`src/hdl/pip4_pkg.sv`:
```
// ----------------------------------------------------------------------------
// pip4_pkg
// shared types and codes for the four-ray point-in-polygon classifier
// ----------------------------------------------------------------------------
package pip4_pkg;

  localparam int CoordW = 32;

  typedef logic signed [CoordW-1:0] coord_t;

  typedef enum logic [1:0] {
    HIT_NONE   = 2'd0,
    HIT_CROSS  = 2'd1,
    HIT_EDGE   = 2'd2,
    HIT_VERTEX = 2'd3
  } hit_t;

  typedef enum logic [1:0] {
    VERDICT_OUTSIDE   = 2'd0,
    VERDICT_INSIDE    = 2'd1,
    VERDICT_ON_EDGE   = 2'd2,
    VERDICT_ON_VERTEX = 2'd3
  } verdict_t;

  typedef struct packed {
    hit_t   hit;
    coord_t crossing;
  } ray_res_t;

endpackage

```
`src/hdl/pip4_div.sv`:
```
// ----------------------------------------------------------------------------
// pip4_div
// bit-serial floor(m*u/w): restoring divide of m by w, then a shift-add pass
// over the bits of u that folds in the remainder term
// ----------------------------------------------------------------------------
module pip4_div (
  input  logic                           clk,
  input  logic                           rst,
  input  logic                           start,
  input  logic [pip4_pkg::CoordW-1:0]    m,
  input  logic [pip4_pkg::CoordW-1:0]    w,
  input  logic [pip4_pkg::CoordW-1:0]    u,
  output logic                           done,
  output logic [pip4_pkg::CoordW-1:0]    val
);
  import pip4_pkg::*;

  typedef enum logic [1:0] {S_IDLE, S_DIVM, S_FRAC} state_t;

  localparam int CntW = $clog2(CoordW);

  state_t            state;
  logic [CntW-1:0]   cnt;
  logic [CoordW-1:0] msh, ush, wr, qa, rem, rr;
  logic [CoordW:0]   acc;

  logic [CoordW:0]   d_rem, f_t1, f_t2;
  logic [CoordW-1:0] f_t1b;
  logic              d_ge, f_c1, f_c2;
  logic [CoordW:0]   acc_next;

  always_comb begin
    d_rem    = {rem, msh[CoordW-1]};
    d_ge     = d_rem >= {1'b0, wr};
    f_t1     = {rem, 1'b0};
    f_c1     = f_t1 >= {1'b0, wr};
    f_t1b    = f_c1 ? CoordW'(f_t1 - {1'b0, wr}) : f_t1[CoordW-1:0];
    f_t2     = {1'b0, f_t1b} + (ush[CoordW-1] ? {1'b0, rr} : '0);
    f_c2     = f_t2 >= {1'b0, wr};
    acc_next = {acc[CoordW-1:0], 1'b0} + (ush[CoordW-1] ? {1'b0, qa} : '0)
             + (CoordW+1)'(f_c1) + (CoordW+1)'(f_c2);
  end

  always_ff @(posedge clk) begin
    if (rst) begin
      state <= S_IDLE;
      cnt   <= '0;
      done  <= 1'b0;
    end else begin
      unique case (state)
        S_IDLE: begin
          done <= 1'b0;
          if (start) begin
            msh   <= m;
            ush   <= u;
            wr    <= w;
            rem   <= '0;
            qa    <= '0;
            cnt   <= '1;
            state <= S_DIVM;
          end
        end
        S_DIVM: begin
          done <= 1'b0;
          qa   <= {qa[CoordW-2:0], d_ge};
          msh  <= {msh[CoordW-2:0], 1'b0};
          if (cnt == '0) begin
            rr    <= d_ge ? CoordW'(d_rem - {1'b0, wr}) : d_rem[CoordW-1:0];
            rem   <= '0;
            acc   <= '0;
            cnt   <= '1;
            state <= S_FRAC;
          end else begin
            rem <= d_ge ? CoordW'(d_rem - {1'b0, wr}) : d_rem[CoordW-1:0];
            cnt <= cnt - 1'b1;
          end
        end
        S_FRAC: begin
          rem  <= f_c2 ? CoordW'(f_t2 - {1'b0, wr}) : f_t2[CoordW-1:0];
          acc  <= acc_next;
          ush  <= {ush[CoordW-2:0], 1'b0};
          cnt  <= cnt - 1'b1;
          done <= cnt == '0;
          if (cnt == '0) begin
            state <= S_IDLE;
          end
        end
        default: begin
          done  <= 1'b0;
          state <= S_IDLE;
        end
      endcase
    end
  end

  assign val = acc[CoordW-1:0];

  a_done_from_frac: assert property (@(posedge clk) disable iff (rst)
    done |-> $past(state) == S_FRAC)
    else $error("divider done outside fraction pass");
  a_rem_below_w: assert property (@(posedge clk) disable iff (rst)
    (state == S_FRAC) |-> rem < wr)
    else $error("divider remainder not below divisor");
  a_rr_below_w: assert property (@(posedge clk) disable iff (rst)
    (state == S_FRAC) |-> rr < wr)
    else $error("divider fraction numerator not below divisor");

endmodule

```
`src/hdl/pip4_ray.sv`:
```
// ----------------------------------------------------------------------------
// pip4_ray
// tests one edge against a ray along the b axis through (pa, pb) and returns
// the hit kind and the crossing coordinate
// ----------------------------------------------------------------------------
module pip4_ray (
  input  logic               clk,
  input  logic               rst,
  input  logic               start,
  input  pip4_pkg::coord_t   a0,
  input  pip4_pkg::coord_t   b0,
  input  pip4_pkg::coord_t   a1,
  input  pip4_pkg::coord_t   b1,
  input  pip4_pkg::coord_t   pa,
  input  pip4_pkg::coord_t   pb,
  output logic               done,
  output pip4_pkg::ray_res_t res
);
  import pip4_pkg::*;

  typedef enum logic [1:0] {S_IDLE, S_DIV, S_FIN} state_t;

  state_t state;
  coord_t b0r, pbr;
  logic   dneg;

  logic                     swap, vert, par, between, outside;
  coord_t                   sa0, sa1, sb0, sb1, lo, hi;
  logic signed [CoordW:0]   dd;
  logic [CoordW-1:0]        m, w, u, val;
  logic                     div_done;
  logic signed [CoordW:0]   cross_w;
  coord_t                   crossing;

  always_comb begin
    vert     = (pa == a0 && pb == b0) || (pa == a1 && pb == b1);
    swap     = a1 < a0;
    sa0      = swap ? a1 : a0;
    sa1      = swap ? a0 : a1;
    sb0      = swap ? b1 : b0;
    sb1      = swap ? b0 : b1;
    lo       = (sb0 < sb1) ? sb0 : sb1;
    hi       = (sb0 < sb1) ? sb1 : sb0;
    par      = sa0 == sa1;
    between  = (pa == sa0) && (pb > lo) && (pb < hi);
    outside  = (pa < sa0) || (pa > sa1);
    w        = CoordW'({sa1[CoordW-1], sa1} - {sa0[CoordW-1], sa0});
    u        = CoordW'({pa[CoordW-1], pa} - {sa0[CoordW-1], sa0});
    dd       = {sb1[CoordW-1], sb1} - {sb0[CoordW-1], sb0};
    m        = dd[CoordW] ? CoordW'(-dd) : dd[CoordW-1:0];
    cross_w  = dneg ? ({b0r[CoordW-1], b0r} - {1'b0, val})
                    : ({b0r[CoordW-1], b0r} + {1'b0, val});
    crossing = cross_w[CoordW-1:0];
  end

  pip4_div u_div (
    .clk  (clk),
    .rst  (rst),
    .start(start && state == S_IDLE && !vert && !par && !outside),
    .m    (m),
    .w    (w),
    .u    (u),
    .done (div_done),
    .val  (val)
  );

  always_ff @(posedge clk) begin
    if (rst) begin
      state <= S_IDLE;
      done  <= 1'b0;
    end else begin
      unique case (state)
        S_IDLE: begin
          done <= start && (vert || par || outside);
          if (start) begin
            b0r  <= sb0;
            pbr  <= pb;
            dneg <= dd[CoordW];
            res.crossing <= '0;
            priority if (vert) begin
              res.hit <= HIT_VERTEX;
            end else if (par) begin
              res.hit <= between ? HIT_EDGE : HIT_NONE;
            end else if (outside) begin
              res.hit <= HIT_NONE;
            end else begin
              state <= S_DIV;
            end
          end
        end
        S_DIV: begin
          done <= 1'b0;
          if (div_done) state <= S_FIN;
        end
        S_FIN: begin
          res.crossing <= crossing;
          res.hit      <= (crossing == pbr) ? HIT_EDGE : HIT_CROSS;
          done         <= 1'b1;
          state        <= S_IDLE;
        end
        default: begin
          done  <= 1'b0;
          state <= S_IDLE;
        end
      endcase
    end
  end

  a_no_start_busy: assert property (@(posedge clk) disable iff (rst)
    (state != S_IDLE) |-> !start)
    else $error("ray started while busy");
  a_div_done_wait: assert property (@(posedge clk) disable iff (rst)
    div_done |-> state == S_DIV)
    else $error("divider result with no ray waiting");
  a_cross_hit: assert property (@(posedge clk) disable iff (rst)
    (done && res.hit == HIT_CROSS) |-> res.crossing != pbr)
    else $error("crossing reported at the point itself");

endmodule

```
`src/hdl/point_in_polygon_four_ray.sv`:
```
// ----------------------------------------------------------------------------
// point_in_polygon_four_ray
// classifies a query point against a streamed counter-clockwise polygon by
// nearest crossings above, right, below and left of the point
//
//   channel  signals                                           dir
//   request  in_valid in_ready vertex_x vertex_y point_x       in
//            point_y first last
//   result   out_valid out_ready verdict                       out
//
// a request with no edge to test goes straight to its final state; an edge casts
// a vertical ray and then a horizontal one, and the bit-serial divider runs when
// the point lies within the edge's span (32 steps of m/w, then 32 steps over u);
// an edge or vertex hit on the vertical ray skips the horizontal one
// in_ready is high only while idle; one request is worked on at a time
// a last request holds in its final cycle while an earlier verdict is not taken;
// a waiting verdict does not block requests that produce none
// rst is synchronous and clears all query state
// ----------------------------------------------------------------------------
module point_in_polygon_four_ray (
  input  logic                 clk,
  input  logic                 rst,
  input  logic                 in_valid,
  output logic                 in_ready,
  input  pip4_pkg::coord_t     vertex_x,
  input  pip4_pkg::coord_t     vertex_y,
  input  pip4_pkg::coord_t     point_x,
  input  pip4_pkg::coord_t     point_y,
  input  logic                 first,
  input  logic                 last,
  output logic                 out_valid,
  input  logic                 out_ready,
  output logic [1:0]           verdict
);
  import pip4_pkg::*;

  typedef enum logic [2:0] {S_IDLE, S_RAY1, S_WAIT1, S_RAY2, S_WAIT2, S_FIN} state_t;

  state_t   state;
  coord_t   query_x, query_y, previous_x, previous_y, cur_x, cur_y;
  logic     have_previous, early_found, last_r;
  hit_t     early_verdict;
  coord_t   nearest_crossing [4];
  logic [3:0] crossing_valid, crossing_faces_out;

  logic     second, ray_start, ray_done, all_ok;
  coord_t   ra0, rb0, ra1, rb1, rpa, rpb;
  ray_res_t ray_res;

  assign in_ready  = state == S_IDLE;
  assign second    = state == S_RAY2 || state == S_WAIT2;
  assign ray_start = state == S_RAY1 || state == S_RAY2;
  assign all_ok    = &(crossing_valid & crossing_faces_out);

  always_comb begin
    ra0 = second ? previous_y : previous_x;
    rb0 = second ? previous_x : previous_y;
    ra1 = second ? cur_y : cur_x;
    rb1 = second ? cur_x : cur_y;
    rpa = second ? query_y : query_x;
    rpb = second ? query_x : query_y;
  end

  pip4_ray u_ray (
    .clk  (clk),
    .rst  (rst),
    .start(ray_start),
    .a0   (ra0),
    .b0   (rb0),
    .a1   (ra1),
    .b1   (rb1),
    .pa   (rpa),
    .pb   (rpb),
    .done (ray_done),
    .res  (ray_res)
  );

  always_ff @(posedge clk) begin
    if (rst) begin
      state              <= S_IDLE;
      query_x            <= '0;
      query_y            <= '0;
      previous_x         <= '0;
      previous_y         <= '0;
      have_previous      <= 1'b0;
      early_found        <= 1'b0;
      early_verdict      <= HIT_NONE;
      crossing_valid     <= '0;
      crossing_faces_out <= '0;
      for (int i = 0; i < 4; i++) nearest_crossing[i] <= '0;
      out_valid          <= 1'b0;
      verdict            <= VERDICT_OUTSIDE;
      last_r             <= 1'b0;
    end else begin
      if (out_valid && out_ready && !(state == S_FIN && last_r)) out_valid <= 1'b0;
      unique case (state)
        S_IDLE: begin
          if (in_valid) begin
            cur_x  <= vertex_x;
            cur_y  <= vertex_y;
            last_r <= last;
            if (first) begin
              query_x            <= point_x;
              query_y            <= point_y;
              have_previous      <= 1'b0;
              early_found        <= 1'b0;
              early_verdict      <= HIT_NONE;
              crossing_valid     <= '0;
              crossing_faces_out <= '0;
              for (int i = 0; i < 4; i++) nearest_crossing[i] <= '0;
            end
            state <= (!first && have_previous && !early_found) ? S_RAY1 : S_FIN;
          end
        end
        S_RAY1: state <= S_WAIT1;
        S_WAIT1: begin
          if (ray_done) begin
            priority if (ray_res.hit == HIT_EDGE || ray_res.hit == HIT_VERTEX) begin
              early_found   <= 1'b1;
              early_verdict <= ray_res.hit;
              state         <= S_FIN;
            end else begin
              if (ray_res.hit == HIT_CROSS) begin
                if (ray_res.crossing > query_y) begin
                  if (!crossing_valid[0] || ray_res.crossing < nearest_crossing[0]) begin
                    crossing_valid[0]     <= 1'b1;
                    nearest_crossing[0]   <= ray_res.crossing;
                    crossing_faces_out[0] <= cur_x < previous_x;
                  end
                end else begin
                  if (!crossing_valid[2] || ray_res.crossing > nearest_crossing[2]) begin
                    crossing_valid[2]     <= 1'b1;
                    nearest_crossing[2]   <= ray_res.crossing;
                    crossing_faces_out[2] <= cur_x > previous_x;
                  end
                end
              end
              state <= S_RAY2;
            end
          end
        end
        S_RAY2: state <= S_WAIT2;
        S_WAIT2: begin
          if (ray_done) begin
            if (ray_res.hit == HIT_EDGE || ray_res.hit == HIT_VERTEX) begin
              early_found   <= 1'b1;
              early_verdict <= ray_res.hit;
            end else if (ray_res.hit == HIT_CROSS) begin
              if (ray_res.crossing > query_x) begin
                if (!crossing_valid[1] || ray_res.crossing < nearest_crossing[1]) begin
                  crossing_valid[1]     <= 1'b1;
                  nearest_crossing[1]   <= ray_res.crossing;
                  crossing_faces_out[1] <= cur_y > previous_y;
                end
              end else begin
                if (!crossing_valid[3] || ray_res.crossing > nearest_crossing[3]) begin
                  crossing_valid[3]     <= 1'b1;
                  nearest_crossing[3]   <= ray_res.crossing;
                  crossing_faces_out[3] <= cur_y < previous_y;
                end
              end
            end
            state <= S_FIN;
          end
        end
        S_FIN: begin
          if (!last_r || !out_valid || out_ready) begin
            previous_x    <= cur_x;
            previous_y    <= cur_y;
            have_previous <= 1'b1;
            state         <= S_IDLE;
            if (last_r) begin
              out_valid <= 1'b1;
              verdict   <= early_found ? 2'(early_verdict)
                                       : (all_ok ? 2'(VERDICT_INSIDE) : 2'(VERDICT_OUTSIDE));
            end
          end
        end
        default: state <= S_IDLE;
      endcase
    end
  end

  a_early_code: assert property (@(posedge clk) disable iff (rst)
    early_found |-> (early_verdict == HIT_EDGE || early_verdict == HIT_VERTEX))
    else $error("early verdict without an edge or vertex code");
  a_no_prev_no_cross: assert property (@(posedge clk) disable iff (rst)
    !have_previous |-> crossing_valid == '0)
    else $error("crossing kept with no previous vertex");
  a_ray_done_waiting: assert property (@(posedge clk) disable iff (rst)
    ray_done |-> (state == S_WAIT1 || state == S_WAIT2))
    else $error("ray result with no edge in progress");
  a_out_hold: assert property (@(posedge clk) disable iff (rst)
    (out_valid && !out_ready) |=> out_valid && $stable(verdict))
    else $error("verdict changed while waiting");

endmodule

```
`config.mk`:
```
export PLATFORM = sky130hd
export DESIGN_NAME = point_in_polygon_four_ray
export DESIGN_NICKNAME = d
export VERILOG_FILES = /design/src/hdl/pip4_pkg.sv /design/src/hdl/pip4_div.sv /design/src/hdl/pip4_ray.sv /design/src/hdl/point_in_polygon_four_ray.sv
export SDC_FILE = /design/constraint.sdc
export NUM_CORES = 2
export LEC_CHECK = 0
export BUFFER_PORTS_ARGS = -buffer_cell sky130_fd_sc_hd__buf_4
export CORE_MARGIN = 10
export CORE_UTILIZATION = 65
export DETAILED_ROUTE_END_ITERATION = 6
export PLACE_DENSITY = 0.91
export SLEW_MARGIN = 5
export SYNTH_ARGS = -nofsm -noshare
export SYNTH_HDL_FRONTEND = slang
export SYNTH_SLANG_ARGS = --single-unit
export TNS_END_PERCENT = 5
```
`constraint.sdc`:
```
create_clock -name clk -period 18.49 [get_ports clk]
set_input_delay 4.6225 -clock clk [delete_from_list [all_inputs] [get_ports clk]]
set_output_delay 4.6225 -clock clk [all_outputs]
set_load 0.02 [all_outputs]
```
==> results.ini <==
[run_status]
outcome = finished, violations left
violations = design-rule violations

[detailed_routing]
vias = 53919
drt-vias-per-instance = 6.83
ant_nets = 0
drc = 2
drt_iter0_drc = 8539
wl_per_cell_um = 26.9
finalWirelength_um = 213000
dr.pass1.iters = 7

[floorplan]
start_util = 0.659
num_rows = 107
io_pins = 138
core_area_mm2 = 0.0855
fp.dieH_um = 315
die_w_um = 315
die_area_mm2 = 0.0989

[critical_path]
cp_num_buf_inv = 3
cpMostUsedCell = o21ai_0
max_stage_delay_ns = 0.86
worstSetupEndpoint = u_ray.u_div.acc[29]
required_ns = 18.89
worstSetupStartpointType = flip-flop
cp_max_fo = 63
worstRegToRegCells = 53
reg2reg_slack_ns = 3.54
path_class = flip-flop to flip-flop
startpoint = u_ray.u_div.rem[14]
rr_endpoint = u_ray.u_div.acc[29]
cp-end-kind = flip-flop
cp_top_family = compound AO/OA/AOI/OAI gates
critPathSlowestCell = a2111oi_0
crit-reg2reg-launch = u_ray.u_div.rem[14]
cp.arrival_ns = 15.35
path_depth = 53

[global_route]
grt_pass1_wl_um = 315000
grt_max_degree = 190
grt_pass1_vias = 50717
grt_usage = 0.416
gr-total-overflow = 0
grt_antenna_before_repair = 10

[logic_synthesis]
synth_area_leader_cell = edfxtp_1
synth_area_leaders = edfxtp_1 (26%), ha_1 (14%), dfxtp_1 (6.7%)
synth_area_mm2 = 0.0564
async_flop_share = 0
synth_top_area_frac = 0.257
synth_seq_cells = 673
synth_cell_types = 90
synth-edff-count = 483
yosysSeqAreaShare = 0.325
ys.flop_type = edfxtp_1
synthCells = 6633
synth_area_per_cell_um2 = 8.50
synth_fp_nets = 7386
yosysWarnings = 0

[timing]
setup_viol_count_final = 0
fin_setup_tns_ns = 0
rsz0062_at_grt = false
worst_pin_slew_ns = 1.35
finalHoldViolations = 0
finalClockSkew_ns = 0.0469
setup_ws_ns = 3.54
slew_viol_final = 0
finalCritPeriodShare = 0.809
min_period_ns = 14.95
fmax_mhz = 66.9
slew_headroom = 0.0892

[clock_tree]
post_cts_buffers = 0
insertion_delay_ns = 0.69
clock_sinks = 673
cts_tree = done
clockBufferDepth = 3
h-tree-depth = 3
cts-buffers-inserted = 74
path_clk_slew_ns = 0.07
clockRootBuffer = clkbuf_16
cts_resized = 0
ctsHoldBuffers = 0

[power_and_ir_drop]
p_leak_nw = 25.3
powerDensity_mw_per_mm2 = 115
peakVddDrop_uv = 106

[worst_hold_path]
hp-class = flip-flop to flip-flop
hold_start = u_ray.u_div.done

[placement]
gp_congestion = 1.13
place_ws_ns = 4.33
portBuffers = 137
dp_hpwl_um = 163000

[layout]
layout-drive-gt1-share = 0.0728
nNetsFinal = 7439
fill_cells = 6179
area_growth_syn_to_layout_pct = 8.74

[job]
cap_violations = 0

==> registers in the layout, summed over array words and instances (netlist names), 5 cells and up <==
register / count
nearest_crossing: 128
u_ray.res: 34
cur_x: 32
cur_y: 32
previous_x: 32
previous_y: 32
query_x: 32
query_y: 32
u_ray.b0r: 32
u_ray.pbr: 32
u_ray.u_div.acc: 32
u_ray.u_div.msh: 32
u_ray.u_div.qa: 32
u_ray.u_div.rem: 32
u_ray.u_div.rr: 32
u_ray.u_div.ush: 32
u_ray.u_div.wr: 32
u_ray.u_div.cnt: 5
==> placed cells by master (no fill, tap or decap), types with 142 or more instances in the layout <==
cell type  instances
nor3_1           142
a21oi_1          580
inv_1            546
buf_4            253
xor2_1           187
edfxtp_1         483
and2_1           195
a21o_1           171
dfxtp_1          187
nand2_1          637
nor2_1           481
o21ai_0          430
xnor2_1          269
mux2i_1          199
ha_1             608
==> worst register-to-register path: cells and delay by family, from the launching register on <==
kind	cells	cell delay, ns
AOI/OAI and AO/OA	32	8.50
xor gates and xnor gates	1	0.12
DFF	1	0.43
muxes	1	0.29
buffers and inverters	3	1.10
adders and majority gates	4	1.24
and+or+nand+nor	12	3.03
==> synthesized netlist by cell type, types with 29 or more instances <==
cell type,count
a21oi_1,581
nor2_1,487
edfxtp_1,483
a211oi_1,29
nand2b_1,92
inv_1,546
dfxtp_1,190
and3_1,37
o21bai_1,41
nor2b_1,103
o221ai_1,33
o21ai_0,433
mux2_2,35
a31oi_1,40
xor2_1,187
nand3_1,129
mux2i_1,199
nand4_1,138
a21o_1,171
nand2_1,638
buf_1,36
or3_1,49
and2_1,195
clkbuf_1,224
nor4_1,58
nor3_1,146
o21a_1,73
ha_1,610
xnor2_1,269
==> layer usage <==
layer  up-vias  wire [um]  track usage  part of all wire
li1      23782          -            -                 -
met1     25382      81600        0.553              0.38
met2      3895      88300        0.610              0.41
met3       856      29100        0.113              0.14
met4         4      13800        0.221             0.065
met5         -         27            0           0.00013
==> layout make-up <==
| type | count | area, um2 | share of cell area |
|---|---|---|---|
| inverters | 546 | 2050 | 0.0334 |
| well taps | 1144 | 1430 | 0.0233 |
| multi-input cells | 5136 | 35100 | 0.573 |
| clock inverters | 45 | 465 | 0.00759 |
| clock buffers | 92 | 1980 | 0.0323 |
| flip-flops and latches | 673 | 18300 | 0.299 |
| repair buffers | 255 | 1930 | 0.0315 |
| diodes | 8 | 20.0 | 0.000327 |
==> worst min-delay path by stage <==
stage	slack [ns]	depth (start not counted)	endpoint
6_report	0.45	2	u_ray.state[1]
5_1_grt	0.47	2	u_ray.state[1]
4_1_cts	0.46	2	u_ray.state[1]
3_5_place_dp	0.45	2	u_ray.state[1]
3_3_place_gp	0.43	2	u_ray.state[1]
2_1_floorplan	0.42	2	u_ray.state[1]
==> stage by stage <==
step	total power, mW	util	cell area, um2	hold slack, ns	std cells
final	7.02	0.717	61300	0.454	7899
after CTS	6.88	0.716	61300	0.456	7891
after floorplan	4.35	-	56400	0.424	6633
after detailed placement	5.34	0.688	58800	0.448	7754
after global routing	7.32	0.716	61300	0.465	7892
after global placement	5.24	0.688	58800	0.431	7754
==> cells by family (layout without fill, tap and decap cells) <==
kind of cell             after synthesis  count (layout)  synth area share
multiplexers                         234             234            0.0423
buffers and inverters                824             938            0.0555
flip-flops                           673             673             0.325
adder cells (fa/ha/maj)              621             621             0.139
other                                  0               8                 0
XOR/XNOR                             456             456            0.0708
AND/OR/NAND/NOR                     2176            2176             0.189
AO/OA/AOI/OAI                       1649            1649             0.179
==> power breakdown <==
part           internal [mW]  switching (mW)  total (mW)
logic                   1.31            2.26        3.57
registers               1.82          0.0967        1.92
clock network          0.856           0.676        1.53
No activity file was read; power rests on OpenSTA's default activity.
